## src/sv/assert_macros.svh

```systemverilog
// Assertion macros shared by the view-matrix unit RTL.
// Define NO_ASSERTIONS to compile every check away.
`ifndef ASSERT_MACROS_SVH
`define ASSERT_MACROS_SVH
`ifndef NO_ASSERTIONS
// clocked check, masked while reset is high
`define ASSERT_CLK(label, clk, rst, prop, msg) \
   label: assert property (@(posedge clk) disable iff (rst) prop) else $error(msg);
// clocked check that also holds around reset
`define ASSERT_NOW(label, clk, prop, msg) \
   label: assert property (@(posedge clk) prop) else $error(msg);
`else
`define ASSERT_CLK(label, clk, rst, prop, msg)
`define ASSERT_NOW(label, clk, prop, msg)
`endif
`endif

```

## src/sv/evmu_pkg.sv

```systemverilog
// Shared types, constants and tables of the view-matrix unit.
// No dependencies; used by every module of the block.
package evmu_pkg;

   localparam int ANGLE_BITS   = 16;
   localparam int FRAC_BITS    = 16;
   localparam int CORDIC_STEPS = 30;
   localparam int ITER_W       = $clog2(CORDIC_STEPS);
   localparam int TRIG_W       = FRAC_BITS + 2;   // holds -1.0 .. +1.0 with margin
   localparam int CW           = 34;              // CORDIC x/y/z width, Q30 plus growth
   localparam int PROD_W       = 64;
   localparam int ACC_W        = 66;
   localparam int SCALE_SH     = 32 + FRAC_BITS - ANGLE_BITS;
   localparam int MAC_STEPS    = 23;
   localparam int MAC_DRAIN    = 3;
   localparam int MAC_CNT_W    = $clog2(MAC_STEPS + MAC_DRAIN);

   localparam logic signed [CW-1:0] CORDIC_GAIN = CW'(652032874);
   localparam logic signed [31:0]   DEG_SCALE   = 32'sd11930465;
   localparam logic signed [31:0]   RAD_SCALE   = 32'sd683565276;
   localparam logic signed [31:0]   ONE_FIX     = 32'sh1 << FRAC_BITS;

   typedef enum logic [2:0] {
      CMD_SET_ANGLE = 3'd0,
      CMD_ADD_ANGLE = 3'd1,
      CMD_SET_POS   = 3'd2,
      CMD_ADD_POS   = 3'd3,
      CMD_APPLY     = 3'd4
   } cmd_code_type;

   localparam logic [1:0] AXIS_Z = 2'd2;   // highest valid axis
   localparam logic [3:0] ENTRY_LAST = 4'd15;

   typedef enum logic [4:0] {
      SRC_ZERO  = 5'd0,
      SRC_SX    = 5'd1,
      SRC_CX    = 5'd2,
      SRC_SY    = 5'd3,
      SRC_CY    = 5'd4,
      SRC_SZ    = 5'd5,
      SRC_CZ    = 5'd6,
      SRC_T01   = 5'd7,
      SRC_T02   = 5'd8,
      SRC_T11   = 5'd9,
      SRC_T12   = 5'd10,
      SRC_R00   = 5'd11,
      SRC_R02   = 5'd12,
      SRC_R10   = 5'd13,
      SRC_R12   = 5'd14,
      SRC_R20   = 5'd15,
      SRC_R22   = 5'd16,
      SRC_P0    = 5'd17,
      SRC_P1    = 5'd18,
      SRC_P2    = 5'd19,
      SRC_OPND  = 5'd20,
      SRC_SCALE = 5'd21
   } src_type;

   typedef enum logic [3:0] {
      DST_NONE = 4'd0,
      DST_T01  = 4'd1,
      DST_T02  = 4'd2,
      DST_T11  = 4'd3,
      DST_T12  = 4'd4,
      DST_R00  = 4'd5,
      DST_R02  = 4'd6,
      DST_R10  = 4'd7,
      DST_R12  = 4'd8,
      DST_R20  = 4'd9,
      DST_R22  = 4'd10,
      DST_TR0  = 4'd11,
      DST_TR1  = 4'd12,
      DST_TR2  = 4'd13
   } dst_type;

   typedef struct packed {
      logic    valid;
      src_type a_sel;
      src_type b_sel;
      logic    neg;     // negate the A operand
      logic    first;   // restart the accumulator
      dst_type dst;     // non-NONE on the last term of a sum
   } mac_op_type;

   typedef struct packed {
      logic              latch_req;
      logic              pos_write;
      logic              pos_add;
      logic              angle_write;
      logic              angle_add;
      logic              cordic_init;
      logic              cordic_step;
      logic [ITER_W-1:0] iter;
      logic              cordic_fin;
      mac_op_type        mac;
      logic              emit_load;
      logic [3:0]        emit_idx;
   } dp_cmd_type;

   typedef struct packed {
      logic out_free;
   } dp_sts_type;

   localparam mac_op_type MAC_IDLE = '{1'b0, SRC_ZERO, SRC_ZERO, 1'b0, 1'b0, DST_NONE};

   function automatic mac_op_type mk_op(input src_type a, input src_type b,
                                        input logic neg, input logic first,
                                        input dst_type dst);
      mac_op_type o;
      o.valid = 1'b1;
      o.a_sel = a;
      o.b_sel = b;
      o.neg   = neg;
      o.first = first;
      o.dst   = dst;
      return o;
   endfunction

   // Rz*Rx, then (Rz*Rx)*Ry, then -(R*position); each sum rounded once.
   function automatic mac_op_type mac_step(input logic [MAC_CNT_W-1:0] s);
      mac_op_type o;
      o = MAC_IDLE;
      case (s)
         5'd0:  o = mk_op(SRC_SZ,  SRC_CX, 1'b1, 1'b1, DST_T01);
         5'd1:  o = mk_op(SRC_SZ,  SRC_SX, 1'b0, 1'b1, DST_T02);
         5'd2:  o = mk_op(SRC_CZ,  SRC_CX, 1'b0, 1'b1, DST_T11);
         5'd3:  o = mk_op(SRC_CZ,  SRC_SX, 1'b1, 1'b1, DST_T12);
         5'd4:  o = mk_op(SRC_CX,  SRC_SY, 1'b1, 1'b1, DST_R20);
         5'd5:  o = mk_op(SRC_CX,  SRC_CY, 1'b0, 1'b1, DST_R22);
         5'd6:  o = mk_op(SRC_CZ,  SRC_CY, 1'b0, 1'b1, DST_NONE);
         5'd7:  o = mk_op(SRC_T02, SRC_SY, 1'b1, 1'b0, DST_R00);
         5'd8:  o = mk_op(SRC_CZ,  SRC_SY, 1'b0, 1'b1, DST_NONE);
         5'd9:  o = mk_op(SRC_T02, SRC_CY, 1'b0, 1'b0, DST_R02);
         5'd10: o = mk_op(SRC_SZ,  SRC_CY, 1'b0, 1'b1, DST_NONE);
         5'd11: o = mk_op(SRC_T12, SRC_SY, 1'b1, 1'b0, DST_R10);
         5'd12: o = mk_op(SRC_SZ,  SRC_SY, 1'b0, 1'b1, DST_NONE);
         5'd13: o = mk_op(SRC_T12, SRC_CY, 1'b0, 1'b0, DST_R12);
         5'd14: o = mk_op(SRC_R00, SRC_P0, 1'b1, 1'b1, DST_NONE);
         5'd15: o = mk_op(SRC_T01, SRC_P1, 1'b1, 1'b0, DST_NONE);
         5'd16: o = mk_op(SRC_R02, SRC_P2, 1'b1, 1'b0, DST_TR0);
         5'd17: o = mk_op(SRC_R10, SRC_P0, 1'b1, 1'b1, DST_NONE);
         5'd18: o = mk_op(SRC_T11, SRC_P1, 1'b1, 1'b0, DST_NONE);
         5'd19: o = mk_op(SRC_R12, SRC_P2, 1'b1, 1'b0, DST_TR1);
         5'd20: o = mk_op(SRC_R20, SRC_P0, 1'b1, 1'b1, DST_NONE);
         5'd21: o = mk_op(SRC_SX,  SRC_P1, 1'b1, 1'b0, DST_NONE);
         5'd22: o = mk_op(SRC_R22, SRC_P2, 1'b1, 1'b0, DST_TR2);
         default: o = MAC_IDLE;
      endcase
      return o;
   endfunction

   // atan(2^-i) in units of 2^-32 turn
   function automatic logic signed [CW-1:0] atan_turn(input logic [ITER_W-1:0] i);
      logic signed [CW-1:0] v;
      v = '0;
      case (i)
         5'd0:  v = CW'(536870912);
         5'd1:  v = CW'(316933406);
         5'd2:  v = CW'(167458907);
         5'd3:  v = CW'(85004756);
         5'd4:  v = CW'(42667331);
         5'd5:  v = CW'(21354465);
         5'd6:  v = CW'(10679838);
         5'd7:  v = CW'(5340245);
         5'd8:  v = CW'(2670163);
         5'd9:  v = CW'(1335087);
         5'd10: v = CW'(667544);
         5'd11: v = CW'(333772);
         5'd12: v = CW'(166886);
         5'd13: v = CW'(83443);
         5'd14: v = CW'(41722);
         5'd15: v = CW'(20861);
         5'd16: v = CW'(10430);
         5'd17: v = CW'(5215);
         5'd18: v = CW'(2608);
         5'd19: v = CW'(1304);
         5'd20: v = CW'(652);
         5'd21: v = CW'(326);
         5'd22: v = CW'(163);
         5'd23: v = CW'(81);
         5'd24: v = CW'(41);
         5'd25: v = CW'(20);
         5'd26: v = CW'(10);
         5'd27: v = CW'(5);
         5'd28: v = CW'(3);
         5'd29: v = CW'(1);
         default: v = '0;
      endcase
      return v;
   endfunction

endpackage

```

## src/sv/evmu_ctrl.sv

```systemverilog
// Controller: decodes commands and sequences scale, CORDIC, MAC and emit phases.
// Depends on evmu_pkg.
module evmu_ctrl (
   input  logic                  clock,
   input  logic                  reset,
   input  logic                  req_tvalid,
   output logic                  req_tready,
   input  logic [2:0]            req_command,
   input  logic [1:0]            req_axis,
   output evmu_pkg::dp_cmd_type  dp_cmd,
   input  evmu_pkg::dp_sts_type  dp_sts
);
   import evmu_pkg::*;
   `include "assert_macros.svh"

   typedef enum logic [6:0] {
      ST_IDLE   = 7'b0000001,
      ST_SCALE  = 7'b0000010,
      ST_ANGW   = 7'b0000100,
      ST_CORDIC = 7'b0001000,
      ST_CFIN   = 7'b0010000,
      ST_MAC    = 7'b0100000,
      ST_EMIT   = 7'b1000000
   } state_type;

   state_type            st_ff, st_in;
   logic [ITER_W-1:0]    iter_ff, iter_in;
   logic [MAC_CNT_W-1:0] step_ff, step_in;
   logic [3:0]           emit_ff, emit_in;
   logic                 add_ff, add_in;
   logic                 accept;

   assign req_tready = (st_ff == ST_IDLE);
   assign accept     = req_tvalid && req_tready;

   always_comb begin
      st_in   = st_ff;
      iter_in = iter_ff;
      step_in = step_ff;
      emit_in = emit_ff;
      add_in  = add_ff;
      dp_cmd  = '0;
      dp_cmd.mac      = MAC_IDLE;
      dp_cmd.iter     = iter_ff;
      dp_cmd.emit_idx = emit_ff;
      case (st_ff)
         ST_IDLE: begin
            if (accept) begin
               dp_cmd.latch_req = 1'b1;
               case (cmd_code_type'(req_command))
                  CMD_SET_ANGLE, CMD_ADD_ANGLE: begin
                     if (req_axis <= AXIS_Z) begin
                        add_in = (cmd_code_type'(req_command) == CMD_ADD_ANGLE);
                        st_in  = ST_SCALE;
                     end
                  end
                  CMD_SET_POS, CMD_ADD_POS: begin
                     dp_cmd.pos_write = (req_axis <= AXIS_Z);
                     dp_cmd.pos_add   = (cmd_code_type'(req_command) == CMD_ADD_POS);
                  end
                  CMD_APPLY: begin
                     dp_cmd.cordic_init = 1'b1;
                     iter_in = '0;
                     st_in   = ST_CORDIC;
                  end
                  default: ;
               endcase
            end
         end
         ST_SCALE: begin
            dp_cmd.mac = mk_op(SRC_OPND, SRC_SCALE, 1'b0, 1'b1, DST_NONE);
            st_in = ST_ANGW;
         end
         ST_ANGW: begin
            dp_cmd.angle_write = 1'b1;
            dp_cmd.angle_add   = add_ff;
            st_in = ST_IDLE;
         end
         ST_CORDIC: begin
            dp_cmd.cordic_step = 1'b1;
            if (iter_ff == ITER_W'(CORDIC_STEPS - 1)) begin
               st_in = ST_CFIN;
            end else begin
               iter_in = iter_ff + 1'b1;
            end
         end
         ST_CFIN: begin
            dp_cmd.cordic_fin = 1'b1;
            step_in = '0;
            st_in   = ST_MAC;
         end
         ST_MAC: begin
            dp_cmd.mac = mac_step(step_ff);
            // extra cycles let the last sums drain through the MAC pipe
            if (step_ff == MAC_CNT_W'(MAC_STEPS + MAC_DRAIN - 1)) begin
               emit_in = '0;
               st_in   = ST_EMIT;
            end else begin
               step_in = step_ff + 1'b1;
            end
         end
         ST_EMIT: begin
            if (dp_sts.out_free) begin
               dp_cmd.emit_load = 1'b1;
               if (emit_ff == ENTRY_LAST) begin
                  st_in = ST_IDLE;
               end else begin
                  emit_in = emit_ff + 1'b1;
               end
            end
         end
         default: st_in = ST_IDLE;
      endcase
   end

   always_ff @(posedge clock) begin
      if (reset) begin
         st_ff   <= ST_IDLE;
         iter_ff <= '0;
         step_ff <= '0;
         emit_ff <= '0;
         add_ff  <= 1'b0;
      end else begin
         st_ff   <= st_in;
         iter_ff <= iter_in;
         step_ff <= step_in;
         emit_ff <= emit_in;
         add_ff  <= add_in;
      end
   end

   `ASSERT_CLK(a_emit_free, clock, reset, dp_cmd.emit_load |-> dp_sts.out_free, "beat loaded over a waiting result")
   `ASSERT_CLK(a_emit_end, clock, reset, (st_ff == ST_EMIT) && dp_cmd.emit_load && (emit_ff == ENTRY_LAST) |=> st_ff == ST_IDLE, "run did not end after the final entry")
   `ASSERT_CLK(a_step_range, clock, reset, (st_ff == ST_MAC) |-> step_ff <= MAC_CNT_W'(MAC_STEPS + MAC_DRAIN - 1), "MAC step out of range")

endmodule

```

## config.mk

```make
export PLATFORM = sky130hd
export DESIGN_NAME = evmu_ctrl
export DESIGN_NICKNAME = d
export VERILOG_FILES = /design/src/sv/evmu_pkg.sv /design/src/sv/evmu_ctrl.sv
export VERILOG_INCLUDE_DIRS = /design/src /design/src/sv
export SDC_FILE = /design/constraint.sdc
export NUM_CORES = 1
export LEC_CHECK = 0
export ABC_AREA = 0
export BUFFER_PORTS_ARGS = -buffer_cell sky130_fd_sc_hd__clkbuf_2
export CORE_MARGIN = 4
export CORE_UTILIZATION = 30
export DETAILED_ROUTE_END_ITERATION = 12
export SYNTH_ARGS = -nofsm -noshare
export SYNTH_HDL_FRONTEND = slang
export SYNTH_SLANG_ARGS = --single-unit
export TNS_END_PERCENT = 1
```

## constraint.sdc

```tcl
create_clock -name clock -period 3.68 [get_ports clock]
set_input_delay 0.368 -clock clock [delete_from_list [all_inputs] [get_ports clock]]
set_output_delay 0.368 -clock clock [all_outputs]
set_load 0.05 [all_outputs]
```

# After elaboration in Yosys (flattened, before gate mapping)
# Memory sizes are Yosys's and may differ from the RTL's. A register that Yosys moved wholly into a read port is not among the register bits.
# Index checks and enable logic that the tools add are counted.
[classes] n_lt_le_gt_ge=1 n_reduce_logical=12 add_sub_neg=3 mux=32 eq_ne=25
[ops] cell="7-bit 2-to-1 mux" n=6
[ops] cell="7-bit one-hot mux with 6 select lines" n=1
[ops] cell="17-bit one-hot mux with 2 select lines" n=1
[ops] cell="5-bit 2-to-1 mux" n=6
[ops] cell="5-bit one-hot mux with 2 select lines" n=2
[ops] cell="2-bit != test, second input constant" n=7
[ops] cell="7-bit one-hot mux with 2 select lines" n=1
[ops] cell="4-bit 2-to-1 mux" n=3
[ops] cell="4-bit AND reduction" n=3
[ops] cell="5-bit by 1-bit adder with 5-bit output, second input constant" n=2
[ops] cell="5-bit equality test, second input constant" n=2
[ops] cell="4-bit one-hot mux with 2 select lines" n=1
[ops] cell="7-bit by 1-bit equality test with 1-bit output, second input constant" n=1
[ops] cell="7-bit by 2-bit equality test with 1-bit output, second input constant" n=1
[ops] cell="7-bit by 3-bit equality test with 1-bit output, second input constant" n=1
[ops] cell="7-bit by 4-bit equality test with 1-bit output, second input constant" n=1
[ops] cell="7-bit by 5-bit equality test with 1-bit output, second input constant" n=1
[ops] cell="7-bit by 6-bit equality test with 1-bit output, second input constant" n=1
[ops] cell="7-bit equality test, second input constant" n=1
[ops] cell="1-bit 2-to-1 mux" n=7
[ops] cell="7-bit AND reduction" n=1
[ops] cell="3-bit by 2-bit equality test with 1-bit output, second input constant" n=2
[ops] cell="3-bit 2-to-1 mux" n=2
[ops] cell="2-bit nonzero test" n=3
[ops] cell="13 further kinds" n=16
[word_totals] out_inout_bits=36 mem_count=1 register_bits=22 in_bits=9 mem_bits_ro=512 wordCells=79
[mem_list] memory="(no name shown)" words=32 word_bits=16 read_ports=1 rd_clocked_by_memory_dff=1 wr=0 line_no="evmu_pkg.sv:123" source="case (s)"

# Depth between registers and ports, before layout
[depth] ltp_word=5 ltp_mapped=14 mapped_depth_nobuf=13

# Worst setup path before layout
# Ideal clock, no wire load.
[synth_path] path_kind="flip-flop to output port" start="register st_ff[4]" end="output port dp_cmd[32] in the netlist's numbering" n_path_buf=1 path_slack_ns=0.966 path_stages_with_launch=8 arrival_ns=2.346 required_ns=3.312 path_cell_list="dfxtp_1 buf_2 nor2_1 nand3b_1 nor3b_2 nand2_1 nor2_1 and3_1"
[synth_lines] element="from (decl)" line_no="evmu_ctrl.sv:26" source="state_type st_ff, st_in;"
[synth_lines] element="from (signal assigned)" line_no="evmu_ctrl.sv:124" source="st_ff <= st_in;"
[synth_lines] element="to (decl)" line_no="evmu_ctrl.sv:10" source="output evmu_pkg::dp_cmd_type dp_cmd,"

==> flow_summary.toml <==
[layout]
multi_input_area_mm2 = 0.00153
final_nets = 371
seq_area_um2 = 761
diodes = 0
layout-drive-gt1-share_pct = 20.2
fin_util_pct = 36.3
area_growth_pct = 16.6
fillers = 822
final_cells = 454
stdcell_area_mm2 = 0.00282

[floorplan]
die-width_um = 97.8
die_height_um = 97.8
io_pins = 45
die-area_mm2 = 0.00957
initial_core_util_pct = 31.2
row_count = 32
core_mm2 = 0.00777

[critical_path]
crit_path_max_incr_delay_ps = 520
cp_max_fo = 12
critPathTopFamily = "simple AND/OR/NAND/NOR gates"
worstSetupStartpointType = "register"
crit_type = "register to register"
cp.arrival_ps = 3150
crit_chain = "or3_1, nor2_2, a22o_1, nand2_1, a21oi_1, buf_4, inv_1, ha_1, nor2_1, o311ai_1"
crit_path_end_kind = "register"
cp_slowest_cell = "ha_1"
required_ps = 3850
path_buf_inv = 2

[clock_network]
cts_resized = 0
ctsHoldBuffers = 0
clock-sinks = 38
path_clk_slew_ps = 80
cts_setup_buffers = 0
clock_path_buffers = 2
htreeDepth = 2
cts_made_buffers = 5
cts_tree = "yes"
root_buffer = "clkbuf_8"
clock_latency_ps = 290

[global_route]
grt_overflow = 0
grt_max_degree = 20
grtUsageTotal_pct = 13.6
antenna_found_initial = 0
grt_pass1_vias = 2338
grt_pass1_wl_mm = 11.0

[outcome]
status = "finished, final reports clean"

[timing]
final.setup.tns_ps = 0
skew_ps = 6.34
tightestPinTransition_ps = 654
period_needed_ps = 2980
fin_crit_sh_pct = 80.9
final_hold_viol_count = 0
relSlewSlack_pct = 56.2
report.final.setup_viol = 0
fin_hold_ws_ps = 373
maxSlewViolCount = 0
fmax_mhz = 336
grt_setup_unrepaired = "false"

[synthesis]
syn_avg_cell_area_um2 = 7.76
synth_nets = 332
syn_inst = 312
synth_ff_type = "dfxtp_1"
synth_async_sr_flop_share_pct = 0
syn-cell-area_mm2 = 0.00242
yosysWarningCount = 0
synth-seq-cells = 38
seq_area_frac_synth_pct = 31.4
ys_types = 66
synth_enable_flop_cells = 0

[route]
vias = 2441
drtAntennaViolNets = 0
drtIter0Drc = 335
wire_per_inst_um = 14.4
via_per_inst = 5.38
route.detailed.drc = 0
drt-total-wl_mm = 6.52
firstDrtPassIters = 5

[min_path]
hold_path.class = "input port to register"

[run]
max-cap-violations = 0

[placement]
io_buffers = 43
dpl.cell_count = 446
gp_congestion = 0.919
hpwlAfterDp_mm = 4.95
postPlaceCellArea_mm2 = 0.00271

[pwr]
powerDensity_mw_per_mm2 = 331
irDropWorstVdd_mv = 0.108
power_leakage_nw = 1.25
[report_power, final]
group	switching [mW]	internal [mW]
combinational	0.115	0.0384
sequential	0.00808	0.417
clock	0.157	0.200
[final timing paths]
check | startpoint | endpoint | slack (ps) | cells after the start
worst min register to register | add_ff$_SDFFE_PP0P_ | add_ff$_SDFFE_PP0P_ | 500 | 2
worst max-delay path | st_ff[3]$_SDFFE_PP0P_ | register | 700 | 10
worst max register to register | st_ff[3]$_SDFFE_PP0P_ | register | 700 | 10
worst min-delay path | req_command[0] | add_ff$_SDFFE_PP0P_ | 370 | 3
[through the flow]
stage / setup WS (ps) / power, mW
after floorplan: 966 / 0.550
after global placement: 744 / 0.587
after detailed placement: 735 / 0.586
after CTS: 747 / 0.939
after global routing: 542 / 0.973
final: 701 / 0.935
[placed cells by master (no fill, tap or decap), drive strengths merged, types with 6 or more instances in the layout]
| cell type | Yosys | layout |
|---|---|---|
| clkbuf | 5 | 48 |
| nor2 | 41 | 41 |
| nand2 | 40 | 40 |
| dfxtp | 38 | 38 |
| a21oi | 18 | 18 |
| inv | 15 | 15 |
| and3 | 13 | 13 |
| ha | 11 | 11 |
| nand3 | 10 | 10 |
| o21ai | 9 | 9 |
| nand4 | 8 | 8 |
| o211ai | 7 | 7 |
| nor3 | 6 | 6 |
[layout make-up]
type	instances	area share, %
inverter	16	2.17
clock inverter	3	1.42
timing repair buffer	46	8.42
multi-input combinational	244	54.1
sequential	38	27.0
tap	102	4.52
clock buffer	5	2.44
[layer usage]
| layer | wire, um | share of wire [%] | vias to the layer above | GRT usage [%] |
|---|---|---|---|---|
| li1 | - | - | 1192 | - |
| met1 | 3030 | 46 | 1130 | 18.7 |
| met2 | 2940 | 45 | 101 | 21.9 |
| met3 | 389 | 6.0 | 18 | 1.79 |
| met4 | 164 | 2.5 | 0 | 5.01 |
| met5 | 0 | 0 | - | 0 |
[kinds of logic after synthesis]
| logic type | share of synthesized area [%] |
|---|---|
| XOR/XNOR | 2.90 |
| AND/OR/NAND/NOR | 33.5 |
| adder cells (fa/ha/maj) | 5.69 |
| flip-flops | 31.4 |
| other | 0.155 |
| multiplexers | 1.65 |
| AO/OA/AOI/OAI | 19.2 |
| buffers and inverters | 5.48 |
[worst register-to-register path: stages (launching register included)]
cell      delay (ps)
dfxtp_1          380
or3_1            430
nor2_2           380
a22o_1           190
nand2_1           70
a21oi_1          140
buf_4            180
inv_1             90
ha_1             520
nor2_1           130
o311ai_1         350
[cell usage after synthesis, drive strengths merged, types with 3 or more instances]
master / instances / share of area (%)
a21oi: 18 / 4.2
a31oi: 5 / 1.3
and3: 13 / 3.4
buf: 9 / 2.2
clkbuf: 5 / 0.78
dfxtp: 38 / 31
ha: 11 / 5.7
inv: 15 / 2.3
mux2i: 4 / 1.7
nand2: 40 / 6.7
nand2b: 3 / 0.78
nand3: 10 / 2.1
nand3b: 3 / 0.93
nand4: 8 / 2.1
nand4b: 3 / 1.1
nor2: 41 / 6.7
nor2b: 4 / 1.0
nor3: 6 / 1.7
nor3b: 5 / 1.8
o211ai: 7 / 2.4
o21ai: 9 / 1.9
o22ai: 3 / 0.78
or2: 3 / 0.78
or3: 3 / 0.78
or4: 3 / 1.1
xnor2: 3 / 1.1
xor2: 5 / 1.8
Note: power is estimated with default switching activity, not from simulation.
